### config.mk
export PLATFORM = sky130hd
export DESIGN_NAME = brmq_seq_flat
export DESIGN_NICKNAME = d
export VERILOG_FILES = /design/src/hw/rtl/brmq_pkg.sv /design/src/hw/rtl/brmq_if.sv /design/src/hw/rtl/brmq_seq.sv /design/src/flat_wrapper.sv
export SDC_FILE = /design/constraint.sdc
export NUM_CORES = 1
export LEC_CHECK = 0
export ABC_AREA = 1
export BUFFER_PORTS_ARGS = -buffer_cell sky130_fd_sc_hd__buf_4
export CORE_MARGIN = 8
export CORE_UTILIZATION = 61
export DETAILED_ROUTE_END_ITERATION = 16
export PLACE_DENSITY = 0.89
export SETUP_SLACK_MARGIN = 0.05
export SYNTH_ARGS = -nofsm -noshare
export SYNTH_HDL_FRONTEND = slang
export SYNTH_SLANG_ARGS = --single-unit
### constraint.sdc
create_clock -name i_clk -period 6.5 [get_ports i_clk]
set_input_delay 0.65 -clock i_clk [delete_from_list [all_inputs] [get_ports i_clk]]
set_output_delay 0.65 -clock i_clk [all_outputs]
set_load 0.03 [all_outputs]
### src/hw/rtl/brmq_pkg.sv
package brmq_pkg;
    localparam int MAX_LEN    = 16384;
    localparam int BLOCK_SIZE = 128;
    localparam int NUM_BLOCKS = (MAX_LEN + BLOCK_SIZE - 1) / BLOCK_SIZE;
    localparam int IDX_W      = $clog2(MAX_LEN);
    localparam int OFF_W      = $clog2(BLOCK_SIZE);
    localparam int BLK_W      = $clog2(NUM_BLOCKS);
    localparam int LEN_W      = 15;
    localparam int DATA_W     = 32;
    localparam int ADDR_W     = 3;

    localparam logic [ADDR_W-1:0] ADDR_LEN_FIRST  = 3'd0;
    localparam logic [ADDR_W-1:0] ADDR_LEN_SECOND = 3'd4;

    localparam logic signed [DATA_W-1:0] MOST_NEG = {1'b1, {(DATA_W-1){1'b0}}};
    localparam logic signed [DATA_W-1:0] MOST_POS = {1'b0, {(DATA_W-1){1'b1}}};

    typedef struct packed {
        logic                     mode;
        logic                     seq_select;
        logic [IDX_W-1:0]         first_index;
        logic [IDX_W-1:0]         last_index;
        logic signed [DATA_W-1:0] elem_value;
    } t_req;

    typedef struct packed {
        logic signed [DATA_W-1:0] range_max;
        logic signed [DATA_W-1:0] range_min;
        logic                     status;
    } t_rsp;

    typedef enum logic [2:0] {
        ST_IDLE,
        ST_SCAN,
        ST_FOLD,
        ST_DONE
    } t_state;

    // one memory port access from the sequencer
    typedef struct packed {
        logic                     elem_rd;
        logic                     elem_wr;
        logic                     sum_rd;
        logic                     sum_wr;
        logic                     seq;
        logic [IDX_W-1:0]         elem_addr;
        logic [BLK_W-1:0]         sum_addr;
        logic signed [DATA_W-1:0] wdata;
        logic signed [DATA_W-1:0] smax;
        logic signed [DATA_W-1:0] smin;
    } t_mem_cmd;
endpackage

### src/hw/rtl/brmq_if.sv
interface brmq_req_if import brmq_pkg::*; ();
    logic valid;
    logic ready;
    t_req data;
    modport source (output valid, output data, input ready);
    modport sink (input valid, input data, output ready);
endinterface

interface brmq_rsp_if import brmq_pkg::*; ();
    logic valid;
    logic ready;
    t_rsp data;
    modport source (output valid, output data, input ready);
    modport sink (input valid, input data, output ready);
endinterface

### src/hw/rtl/brmq_seq.sv
module brmq_seq import brmq_pkg::*; (
    input  logic                     i_clk,
    input  logic                     i_rst_n,
    input  logic [LEN_W-1:0]         i_len0,
    input  logic [LEN_W-1:0]         i_len1,
    brmq_req_if.sink                 req,
    brmq_rsp_if.source               rsp,
    output t_mem_cmd                 o_cmd,
    input  logic signed [DATA_W-1:0] i_elem,
    input  logic signed [DATA_W-1:0] i_smax,
    input  logic signed [DATA_W-1:0] i_smin
);
    t_state r_state, n_state;
    t_req   r_req;
    logic [IDX_W-1:0] r_ptr, n_ptr;
    logic [BLK_W-1:0] r_blk, n_blk;
    logic [1:0] r_phase, n_phase;
    logic r_pend, n_pend;
    logic r_pkind, n_pkind;
    logic signed [DATA_W-1:0] r_mx, r_mn, n_mx, n_mn;
    logic r_err, n_err;
    logic r_ov, n_ov;
    t_rsp r_out, n_out;

    logic [LEN_W-1:0] len;
    logic [LEN_W-1:0] eff;
    logic [BLK_W-1:0] bl, br;
    logic last_elem;
    logic [IDX_W-1:0] left_end;

    assign len = req.data.seq_select ? i_len1 : i_len0;
    assign eff = (len > LEN_W'(MAX_LEN)) ? LEN_W'(MAX_LEN) : len;
    assign bl  = r_req.first_index[IDX_W-1:OFF_W];
    assign br  = r_req.last_index[IDX_W-1:OFF_W];
    assign left_end = {bl, {OFF_W{1'b1}}};

    always_comb begin
        n_state = r_state;
        n_ptr = r_ptr; n_blk = r_blk; n_phase = r_phase;
        n_pend = 1'b0; n_pkind = r_pkind;
        n_mx = r_mx; n_mn = r_mn;
        n_err = r_err;
        n_ov = r_ov; n_out = r_out;
        o_cmd = '0;
        o_cmd.seq = r_req.seq_select;
        last_elem = 1'b0;
        if (rsp.valid && rsp.ready) n_ov = 1'b0;
        // fold data read in previous cycle
        if (r_pend) begin
            if (!r_pkind) begin
                if (i_elem > n_mx) n_mx = i_elem;
                if (i_elem < n_mn) n_mn = i_elem;
            end else begin
                if (i_smax > n_mx) n_mx = i_smax;
                if (i_smin < n_mn) n_mn = i_smin;
            end
        end
        case (r_state)
            ST_IDLE: begin
                if (req.valid && req.ready) begin
                    n_mx = MOST_NEG; n_mn = MOST_POS;
                    n_err = 1'b0;
                    o_cmd.seq = req.data.seq_select;
                    if (!req.data.mode) begin
                        if ({1'b0, req.data.first_index} < eff) begin
                            o_cmd.sum_rd = 1'b1;
                            o_cmd.sum_addr = req.data.first_index[IDX_W-1:OFF_W];
                            n_state = ST_FOLD;
                        end
                    end else if (req.data.first_index > req.data.last_index ||
                                 {1'b0, req.data.last_index} >= eff) begin
                        n_mx = '0; n_mn = '0;
                        n_err = 1'b1;
                        n_state = ST_DONE;
                    end else begin
                        n_ptr = req.data.first_index;
                        n_phase = 2'd0;
                        n_state = ST_SCAN;
                    end
                end
            end
            ST_SCAN: begin
                case (r_phase)
                    2'd0: begin
                        o_cmd.elem_rd = 1'b1; o_cmd.elem_addr = r_ptr;
                        n_pend = 1'b1; n_pkind = 1'b0;
                        n_ptr = r_ptr + 1'b1;
                        if (bl == br) last_elem = (r_ptr == r_req.last_index);
                        else last_elem = (r_ptr == left_end);
                        if (last_elem) begin
                            if (bl == br) begin
                                n_phase = 2'd3;
                            end else begin
                                n_phase = 2'd1;
                                n_ptr = {br, {OFF_W{1'b0}}};
                            end
                        end
                    end
                    2'd1: begin
                        o_cmd.elem_rd = 1'b1; o_cmd.elem_addr = r_ptr;
                        n_pend = 1'b1; n_pkind = 1'b0;
                        n_ptr = r_ptr + 1'b1;
                        if (r_ptr == r_req.last_index) begin
                            n_blk = bl + 1'b1;
                            n_phase = (BLK_W'(bl + 1'b1) == br) ? 2'd3 : 2'd2;
                        end
                    end
                    2'd2: begin
                        o_cmd.sum_rd = 1'b1; o_cmd.sum_addr = r_blk;
                        n_pend = 1'b1; n_pkind = 1'b1;
                        n_blk = r_blk + 1'b1;
                        if (BLK_W'(r_blk + 1'b1) == br) n_phase = 2'd3;
                    end
                    default: begin
                        if (!r_pend) n_state = ST_DONE;
                    end
                endcase
            end
            ST_FOLD: begin
                o_cmd.sum_wr = 1'b1;
                o_cmd.elem_wr = 1'b1;
                o_cmd.elem_addr = r_req.first_index;
                o_cmd.sum_addr = bl;
                o_cmd.wdata = r_req.elem_value;
                o_cmd.smax = (r_req.elem_value > i_smax) ? r_req.elem_value : i_smax;
                o_cmd.smin = (r_req.elem_value < i_smin) ? r_req.elem_value : i_smin;
                n_state = ST_IDLE;
            end
            ST_DONE: begin
                if (!r_ov || (rsp.valid && rsp.ready)) begin
                    n_out = '{range_max: r_mx, range_min: r_mn, status: r_err};
                    n_ov = 1'b1;
                    n_state = ST_IDLE;
                end
            end
            default: n_state = ST_IDLE;
        endcase
    end

    assign req.ready = (r_state == ST_IDLE);
    assign rsp.valid = r_ov;
    assign rsp.data  = r_out;

    always_ff @(posedge i_clk) begin
        if (!i_rst_n) begin
            r_state <= ST_IDLE;
            r_ov    <= 1'b0;
            r_pend  <= 1'b0;
        end else begin
            r_state <= n_state;
            r_ov    <= n_ov;
            r_pend  <= n_pend;
        end
    end

    always_ff @(posedge i_clk) begin
        if (req.valid && req.ready) r_req <= req.data;
        r_ptr <= n_ptr; r_blk <= n_blk; r_phase <= n_phase; r_pkind <= n_pkind;
        r_mx <= n_mx; r_mn <= n_mn; r_err <= n_err; r_out <= n_out;
    end
endmodule

### src/flat_wrapper.sv
// flat-port wrapper written by rule: the top's interface ports become plain ports
module brmq_seq_flat import brmq_pkg::*;
  (i_clk, i_rst_n, i_len0, i_len1, o_cmd, i_elem, i_smax, i_smin, req_valid, req_data, req_ready, rsp_valid, rsp_data, rsp_ready);
  brmq_req_if req_i ();
  brmq_rsp_if rsp_i ();
  input  logic i_clk;
  input  logic i_rst_n;
  input  logic [LEN_W-1:0] i_len0;
  input  logic [LEN_W-1:0] i_len1;
  output t_mem_cmd o_cmd;
  input  logic signed [DATA_W-1:0] i_elem;
  input  logic signed [DATA_W-1:0] i_smax;
  input  logic signed [DATA_W-1:0] i_smin;
  input wire logic [$bits(req_i.valid)-1:0] req_valid;
  input wire logic [$bits(req_i.data)-1:0] req_data;
  output wire logic [$bits(req_i.ready)-1:0] req_ready;
  output wire logic [$bits(rsp_i.valid)-1:0] rsp_valid;
  output wire logic [$bits(rsp_i.data)-1:0] rsp_data;
  input wire logic [$bits(rsp_i.ready)-1:0] rsp_ready;
  assign req_i.valid = req_valid;
  assign req_i.data = req_data;
  assign req_ready = req_i.ready;
  assign rsp_valid = rsp_i.valid;
  assign rsp_data = rsp_i.data;
  assign rsp_i.ready = rsp_ready;
  brmq_seq u_core (.i_clk(i_clk), .i_rst_n(i_rst_n), .i_len0(i_len0), .i_len1(i_len1), .req(req_i), .rsp(rsp_i), .o_cmd(o_cmd), .i_elem(i_elem), .i_smax(i_smax), .i_smin(i_smin));
endmodule
Word-level counts from Yosys, hierarchy flattened. Cells that the tools add are included.

Register bits after elaboration: 220. Input bits: 192. Output and inout port bits: 189. Word-level logic and storage cells: 147.

$add $sub $neg: 3. Magnitude comparators: 10. Equality and inequality tests: 23. Muxes and demuxes: 74. Reductions and logical operators: 20.

Operators with widths (number): $mux 32 (17); $gt 32x32->1 (3); $lt 32x32->1 (3); $mux 96 (1); $mux 14 (6); $pmux 14 s2 (3); $mux 7 (5); $mux 31 (1); $mux 15 (2); $eq 14x14->1 (2); $eq 7x7->1 (3); $pmux 7 s3 (1); $mux 1 (18); $mux 3 (6); $mux 2 (8); $ge 14x15->1 (1); $gt 15x15->1 const B (1); $lt 14x15->1 (1); $add 14x1->14 const B (1); $add 7x1->7 const B (2); $gt 14x14->1 (1); $pmux 7 s2 (1); $ne 2x2->1 const B (5); $reduce_and 5->1 (2); 23 further kinds (36).

Depth between registers and ports, before layout. Gate-level depths: netlist (run 1).

Depth after elaboration: 9. Depth in mapped cells: 25. Gate-level depth less buffers: 22.

Worst setup path before layout (run 1). Ideal clock, no wire load.

Path type: input to register. Start: in rsp_ready. End: reg u_core.r_out, in the netlist u_core.rsp.data[0] (enable). Library setup time: 0.509 ns. Data arrival time: 3.829 ns. Required time: 5.991 ns. Setup slack: 2.161 ns. Stages: 2. Cells stage by stage: inv_1 a21oi_1.

Longest elaborated chain between the ends: 3.

RTL lines: start, declared (RTL line flat_wrapper.sv:19) `input wire logic [$bits(rsp_i.ready)-1:0] rsp_ready;`; $logic_and 1x1->1 (RTL line brmq_seq.sv:130) `if (!r_ov || (rsp.valid && rsp.ready)) begin`; $logic_or 1x1->1 (RTL line brmq_seq.sv:130); $reduce_and 2->1 (no line); end signal, assigned (RTL line brmq_seq.sv:159) `r_mx <= n_mx; r_mn <= n_mn; r_err <= n_err; r_out <= n_out;`; end, declared (RTL line brmq_seq.sv:23) `t_rsp r_out, n_out;`.

Every way passes these cells. A chain may end at the register's enable or synchronous reset.

==> results of run 1 <==
critical path: stages (launching register included):
cell and delay (ns):
edfxtp_1 0.48, ha_1 0.48, nand2_1 0.11, nor2_1 0.15, nand4_1 0.19, nor4_1 0.51
nand2_1 0.16, nand3_1 0.12, nand3_2 0.91, o21ai_0 0.59, a21oi_1 0.07, buf_4 0.21
synth_stat cells (all sizes together):
| cell type | n |
|---|---|
| nor3 | 17 |
| o41ai | 1 |
| a2111oi | 1 |
| clkbuf | 71 |
| inv | 327 |
| and3 | 1 |
| or4 | 1 |
| a211oi | 5 |
| a31oi | 3 |
| a22o | 1 |
| ha | 242 |
| edfxtp | 151 |
| dfxtp | 68 |
| xnor2 | 15 |
| nor3b | 3 |
| o21ai | 98 |
| a21boi | 1 |
| o21a | 7 |
| a221oi | 3 |
| xor2 | 24 |
| o211ai | 7 |
| buf | 52 |
| nor4 | 7 |
| o2111ai | 1 |
| clkinv | 1 |
| o21bai | 2 |
| nand3 | 310 |
| nor2 | 155 |
| or2 | 7 |
| nand3b | 1 |
| a21oi | 238 |
| a21o | 2 |
| nand2 | 638 |
| o221ai | 2 |
| mux2i | 1 |
| o31ai | 2 |
| nand4 | 95 |
area by class of cell:
| class | count | area (um^2) |
|---|---|---|
| multi-input cells | 1891 | 10800 |
| well taps | 390 | 488 |
| diodes | 3 | 7.51 |
| clock inverters | 15 | 168 |
| fillers | 2264 | 7390 |
| clock buffers | 31 | 688 |
| repair buffers | 401 | 3010 |
| flip-flops and latches | 219 | 5900 |
| inverters | 328 | 1240 |
power by group:
group | switching [W] | internal, W | leakage [nW] | total (W)
logic | 0.00425 | 0.00200 | 8.82 | 0.00624
clock network | 0.000627 | 0.000873 | 0.416 | 0.00150
registers | 0.000432 | 0.00209 | 1.97 | 0.00252
layer usage:
metal  share of wire  global-route usage  up-vias
met4           0.067               0.238        0
met1            0.37               0.456     9166
met2            0.45               0.603     1545
met5               0                   0        -
li1                -                   -     9243
met3            0.12              0.0888      299
cell families (layout without fill, tap and decap cells):
family,count (synthesis),in the layout,synth area share
fa+ha+maj,242,242,0.165
flops,219,219,0.321
buf+inv,451,775,0.0963
compound gates,374,374,0.108
xor+xnor,39,39,0.0186
other cells,0,3,0
mux,1,1,0.000544
simple gates,1235,1235,0.292
stage by stage:
step                      hold WS (ns)  total power, W  instance area [um^2]
final                            0.270          0.0103                 22200
after global placement           0.411         0.00830                 21400
after global routing             0.267          0.0109                 22200
after detailed placement         0.414         0.00853                 21400
after CTS                        0.266          0.0101                 22200
after floorplan                  0.400         0.00664                 18400
state kept, by name, indices dropped and copies added, names as in the netlist:
name	count
u_core.r_pkind	1
u_core.r_mn	32
u_core.r_ptr	14
u_core.r_blk	7
u_core.br	7
u_core.r_mx	32
u_core.r_req	47
u_core.r_pend	1
u_core.r_phase	2
u_core.r_err	1
u_core.bl	7
u_core.r_state	2
u_core.rsp.data	65
u_core.rsp.valid	1
how the worst max path moves through the flow:
stage                           startpoint                 end  slack [ns]  cells past startpoint
final                     u_core.r_req[31]           o_cmd[63]        1.29                     11
after global routing      u_core.r_req[31]           o_cmd[63]        1.01                     11
after CTS                 u_core.r_req[31]           o_cmd[63]        1.38                     11
after detailed placement        i_smax[31]           o_cmd[63]        1.66                     13
after global placement          i_smax[31]           o_cmd[46]        1.80                     13
after floorplan                  rsp_ready  u_core.rsp.data[0]        2.16                      2
==> flow_summary.toml, run 1 <==
[grt]
grt-ovfl-total = 0
grt_first_pass_wirelength_um = 108000
antenna_found_initial = 2
grt_max_degree = 113
gr-usage-all-layers = 0.378
grt_pass1_vias = 19700

[route]
viasPerCell = 6.18
drtAntennaViolNets = 0
drcViolationCount = 0
routed_wl_um = 70800
drt_iter0_markers = 2614
via_count = 20300
post_drt_wl_per_cell_um = 21.6
drtPass1Iterations = 8

[clocking]
clock_sinks = 219
cts_buffer_depth = 3
clockRootBuffer = "clkbuf_16"
cts_resized = 0
numCtsBuffers = 25
clk_latency_ns = 0.55
cts_tree = "done"
postCtsSetupRepairBufs = 0
holdBufCountCts = 0
path_clk_slew_ns = 0.06
htreeDepth = 1

[sta]
finalMaxSlewViolations = 0
fin_worst_skew_ns = 0.0178
hold_viol_final = 0
min_period_ns = 5.21
fmax_mhz = 192
final.period_utilization = 0.801
fin_ws_ns = 1.29
worstMarginPinSlew_ns = 1.32
rsz0062_at_grt = "false"
setup_violations = 0
slew_headroom = 0.115
finalSetupTns_ns = 0

[final_layout]
area_growth_pct = 21.0
final_common_cell = "nand2_1"
fin_util = 0.751
stdcell_count = 3278
final_cell_mix = "nand2_1, buf_4, inv_1, nand3_1, ha_1"
nets = 3300
layout-drive-gt1-share = 0.162

[setup_path]
r2r_end = "u_core.r_mn[16]"
reg2reg_slack_ns = 2.88
crit_type = "flop to output port"
cp_max_fo = 64
endpoint_kind = "output port"
cp.arrival_ns = 4.56
r2r-start = "u_core.r_mn[31]"
reg2reg_depth = 14
critPathRequiredTime_ns = 5.85
critical_path.startpoint_type = "flop"

[logic_synthesis]
yosysSeqAreaShare = 0.321
synth_top_area_cell = "edfxtp_1"
syn_nets = 2995
syn_area_um2 = 18400
synth_cells = 2561
avgSynthCellArea_um2 = 7.18
synth_area_leaders = "edfxtp_1, ha_1, nand2_1, nand3_1, dfxtp_1"
yosysTopAreaCellShare = 0.247
ys_types = 49
yosys_register_bits = 219
yosys_warnings = 0

[place]
dpl.cell_count = 3229
finalWeightedCongestion = 1.01
port_buffers = 380
place_ws_ns = 1.66
dpl.hpwl_um = 53500

[min_path]
min-delay-start = "req_data[17]"
min_path_type = "input port to flop"
whs_path_depth = 1
holdPathEnd = "u_core.r_req[17]"

[die]
rows = 63
start_util = 0.620
core_um2 = 29600
die_h_um = 190
die_w_um = 190
dieArea_um2 = 36000
io_pins = 381

[power]
p_leak_nw = 11.2
peakVddDrop_mv = 0.413
p_per_area_nw_per_um2 = 461

[run_status]
status = "completed"

[run]
cap_violations = 0
(Power assumes the default switching activity.)
==> run 2, diff against run 1 <==
--- a/config.mk
+++ b/config.mk
@@ -8,9 +8,9 @@
 export ABC_AREA = 1
 export BUFFER_PORTS_ARGS = -buffer_cell sky130_fd_sc_hd__buf_4
 export CORE_MARGIN = 8
-export CORE_UTILIZATION = 61
+export CORE_UTILIZATION = 57
 export DETAILED_ROUTE_END_ITERATION = 16
-export PLACE_DENSITY = 0.89
+export PLACE_DENSITY = 0.84
 export SETUP_SLACK_MARGIN = 0.05
 export SYNTH_ARGS = -nofsm -noshare
 export SYNTH_HDL_FRONTEND = slang
==> constraint.sdc (replaced) <==
create_clock -name i_clk -period 5.3 [get_ports i_clk]
set_input_delay 0.53 -clock i_clk [delete_from_list [all_inputs] [get_ports i_clk]]
set_output_delay 0.53 -clock i_clk [all_outputs]
set_load 0.03 [all_outputs]
==> run 2 against run 1 <==
First-iteration DRC count down 4.6%. Die area up 6.4%. Highest routed layer is now met5. Hold slack worse by 0.12 ns. Sequential cell count unchanged. Wire length down 0.15%. Cell area up 0.47%.
==> flow_summary.toml, run 2 (synthesis gave the netlist of run 1 again) <==
[run_status]
status = "completed"

[grt]
gr-usage-all-layers = 0.352
grt_max_degree = 68
grt-ovfl-total = 0
antenna_found_initial = 9
grt_pass1_vias = 19400
grt_first_pass_wirelength_um = 108000

[sta]
finalMaxSlewViolations = 0
setup_violations = 0
hold_viol_final = 0
slew_headroom = 0.125
fmax_mhz = 203
min_period_ns = 4.93
fin_worst_skew_ns = 0.0142
rsz0062_at_grt = "false"
finalSetupTns_ns = 0
final.period_utilization = 0.931
worstMarginPinSlew_ns = 1.31

[route]
drcViolationCount = 0
routed_wl_um = 70700
drtPass1Iterations = 7
viasPerCell = 6.10
drtAntennaViolNets = 0
via_count = 20100
drt_iter0_markers = 2493
post_drt_wl_per_cell_um = 21.4

[die]
die_w_um = 196
core_um2 = 31600
start_util = 0.581
dieArea_um2 = 38300
die_h_um = 196
io_pins = 381
rows = 65

[power]
p_leak_nw = 11.3
p_per_area_nw_per_um2 = 568
p_total_w = 0.0127
peakVddDrop_mv = 0.313

[setup_path]
r2r-start = "u_core.r_mx[13]"
reg2reg_depth = 17
critical_path.startpoint_type = "flop"
r2r_end = "u_core.r_mx[14]"
crit_type = "flop to output port"
endpoint_kind = "output port"
critPathRequiredTime_ns = 4.77
reg2reg_slack_ns = 1.48
cp_max_fo = 41
cp.arrival_ns = 4.40

[clocking]
cts_buffer_depth = 3
postCtsSetupRepairBufs = 0
path_clk_slew_ns = 0.06
clock_sinks = 219
cts_tree = "done"
htreeDepth = 1
numCtsBuffers = 26
clockRootBuffer = "clkbuf_16"
clk_latency_ns = 0.56

[place]
port_buffers = 380
dpl.hpwl_um = 53300
finalWeightedCongestion = 1.03

[final_layout]
area_growth_pct = 21.5
final_common_cell = "nand2_1"
nets = 3308
fillers = 2662
layout-drive-gt1-share = 0.164
largest_reg_flops = 65
final_cell_mix = "nand2_1, buf_4, inv_1, nand3_1, ha_1"

[min_path]
min_path_type = "input port to flop"
min-delay-start = "req_data[17]"
whs_path_depth = 1
holdPathEnd = "u_core.r_req[17]"

[run]
cap_violations = 0
[run 2: per-stage QoR]
| step | utilization | hold WS [ns] | instances | setup WS [ns] | area [um^2] |
|---|---|---|---|---|---|
| after global placement | 0.678 | 0.406 | 3248 | 0.771 | 21500 |
| final | 0.707 | 0.147 | 3299 | 0.366 | 22400 |
| after global routing | 0.706 | 0.136 | 3298 | 0.137 | 22300 |
| after CTS | 0.706 | 0.141 | 3294 | 0.156 | 22300 |
| after detailed placement | 0.678 | 0.408 | 3248 | 0.719 | 21500 |
| after floorplan | - | 0.400 | 2561 | 1.05 | 18400 |
[run 2: routing by layer]
layer  track usage  wire length, um  share of wire
met2         0.561            31800           0.45
met3         0.101             8970           0.13
met1         0.424            25600           0.36
met5             0               63        0.00089
met4         0.195             4290          0.061
[run 2: timing repair]
item                                    4_1_cts  5_1_grt
gates resized for setup                       0        1
hold buffers                                  0        0
endpoints found under the setup margin        0       20
[run 2: how the worst max path moves through the flow]
stage	startpoint	to	slack [ns]	depth (start not counted)
2_1_floorplan	u_core.r_state[0]	u_core.rsp.data[0]	1.05	3
3_3_place_gp	i_smax[31]	o_cmd[47]	0.77	14
3_5_place_dp	i_smax[31]	o_cmd[42]	0.72	14
4_1_cts	u_core.r_req[31]	o_cmd[46]	0.16	12
5_1_grt	u_core.r_req[31]	o_cmd[41]	0.14	12
6_report	u_core.r_req[31]	o_cmd[46]	0.37	12
[run 2: power by group]
group	total [W]	internal [W]	switching [W]
combinational	0.00777	0.00247	0.00530
sequential	0.00305	0.00256	0.000491
clock	0.00186	0.00111	0.000757
[run 2: worst max-delay path, stage by stage (launching register included)]
cell      delay (ns)
edfxtp_1        0.52
ha_1            0.53
nand2_1         0.12
nor2_1          0.15
nand4_1         0.19
nor4_2          0.48
nand2_1         0.19
nand3_1         0.13
nand3_2         0.62
buf_4           0.48
o21ai_0         0.17
a21oi_1         0.07
buf_4           0.18
[run 2: area by class of cell]
type | instances | area, um^2 | area share
Timing Repair Buffer | 408 | 3060 | 0.137
Clock buffer | 36 | 771 | 0.0345
Multi-Input combinational cell | 1891 | 10800 | 0.481
Tap cell | 402 | 503 | 0.0225
Clock inverter | 10 | 111 | 0.00498
Antenna cell | 5 | 12.5 | 0.000560
Sequential cell | 219 | 5900 | 0.264
Inverter | 328 | 1240 | 0.0554
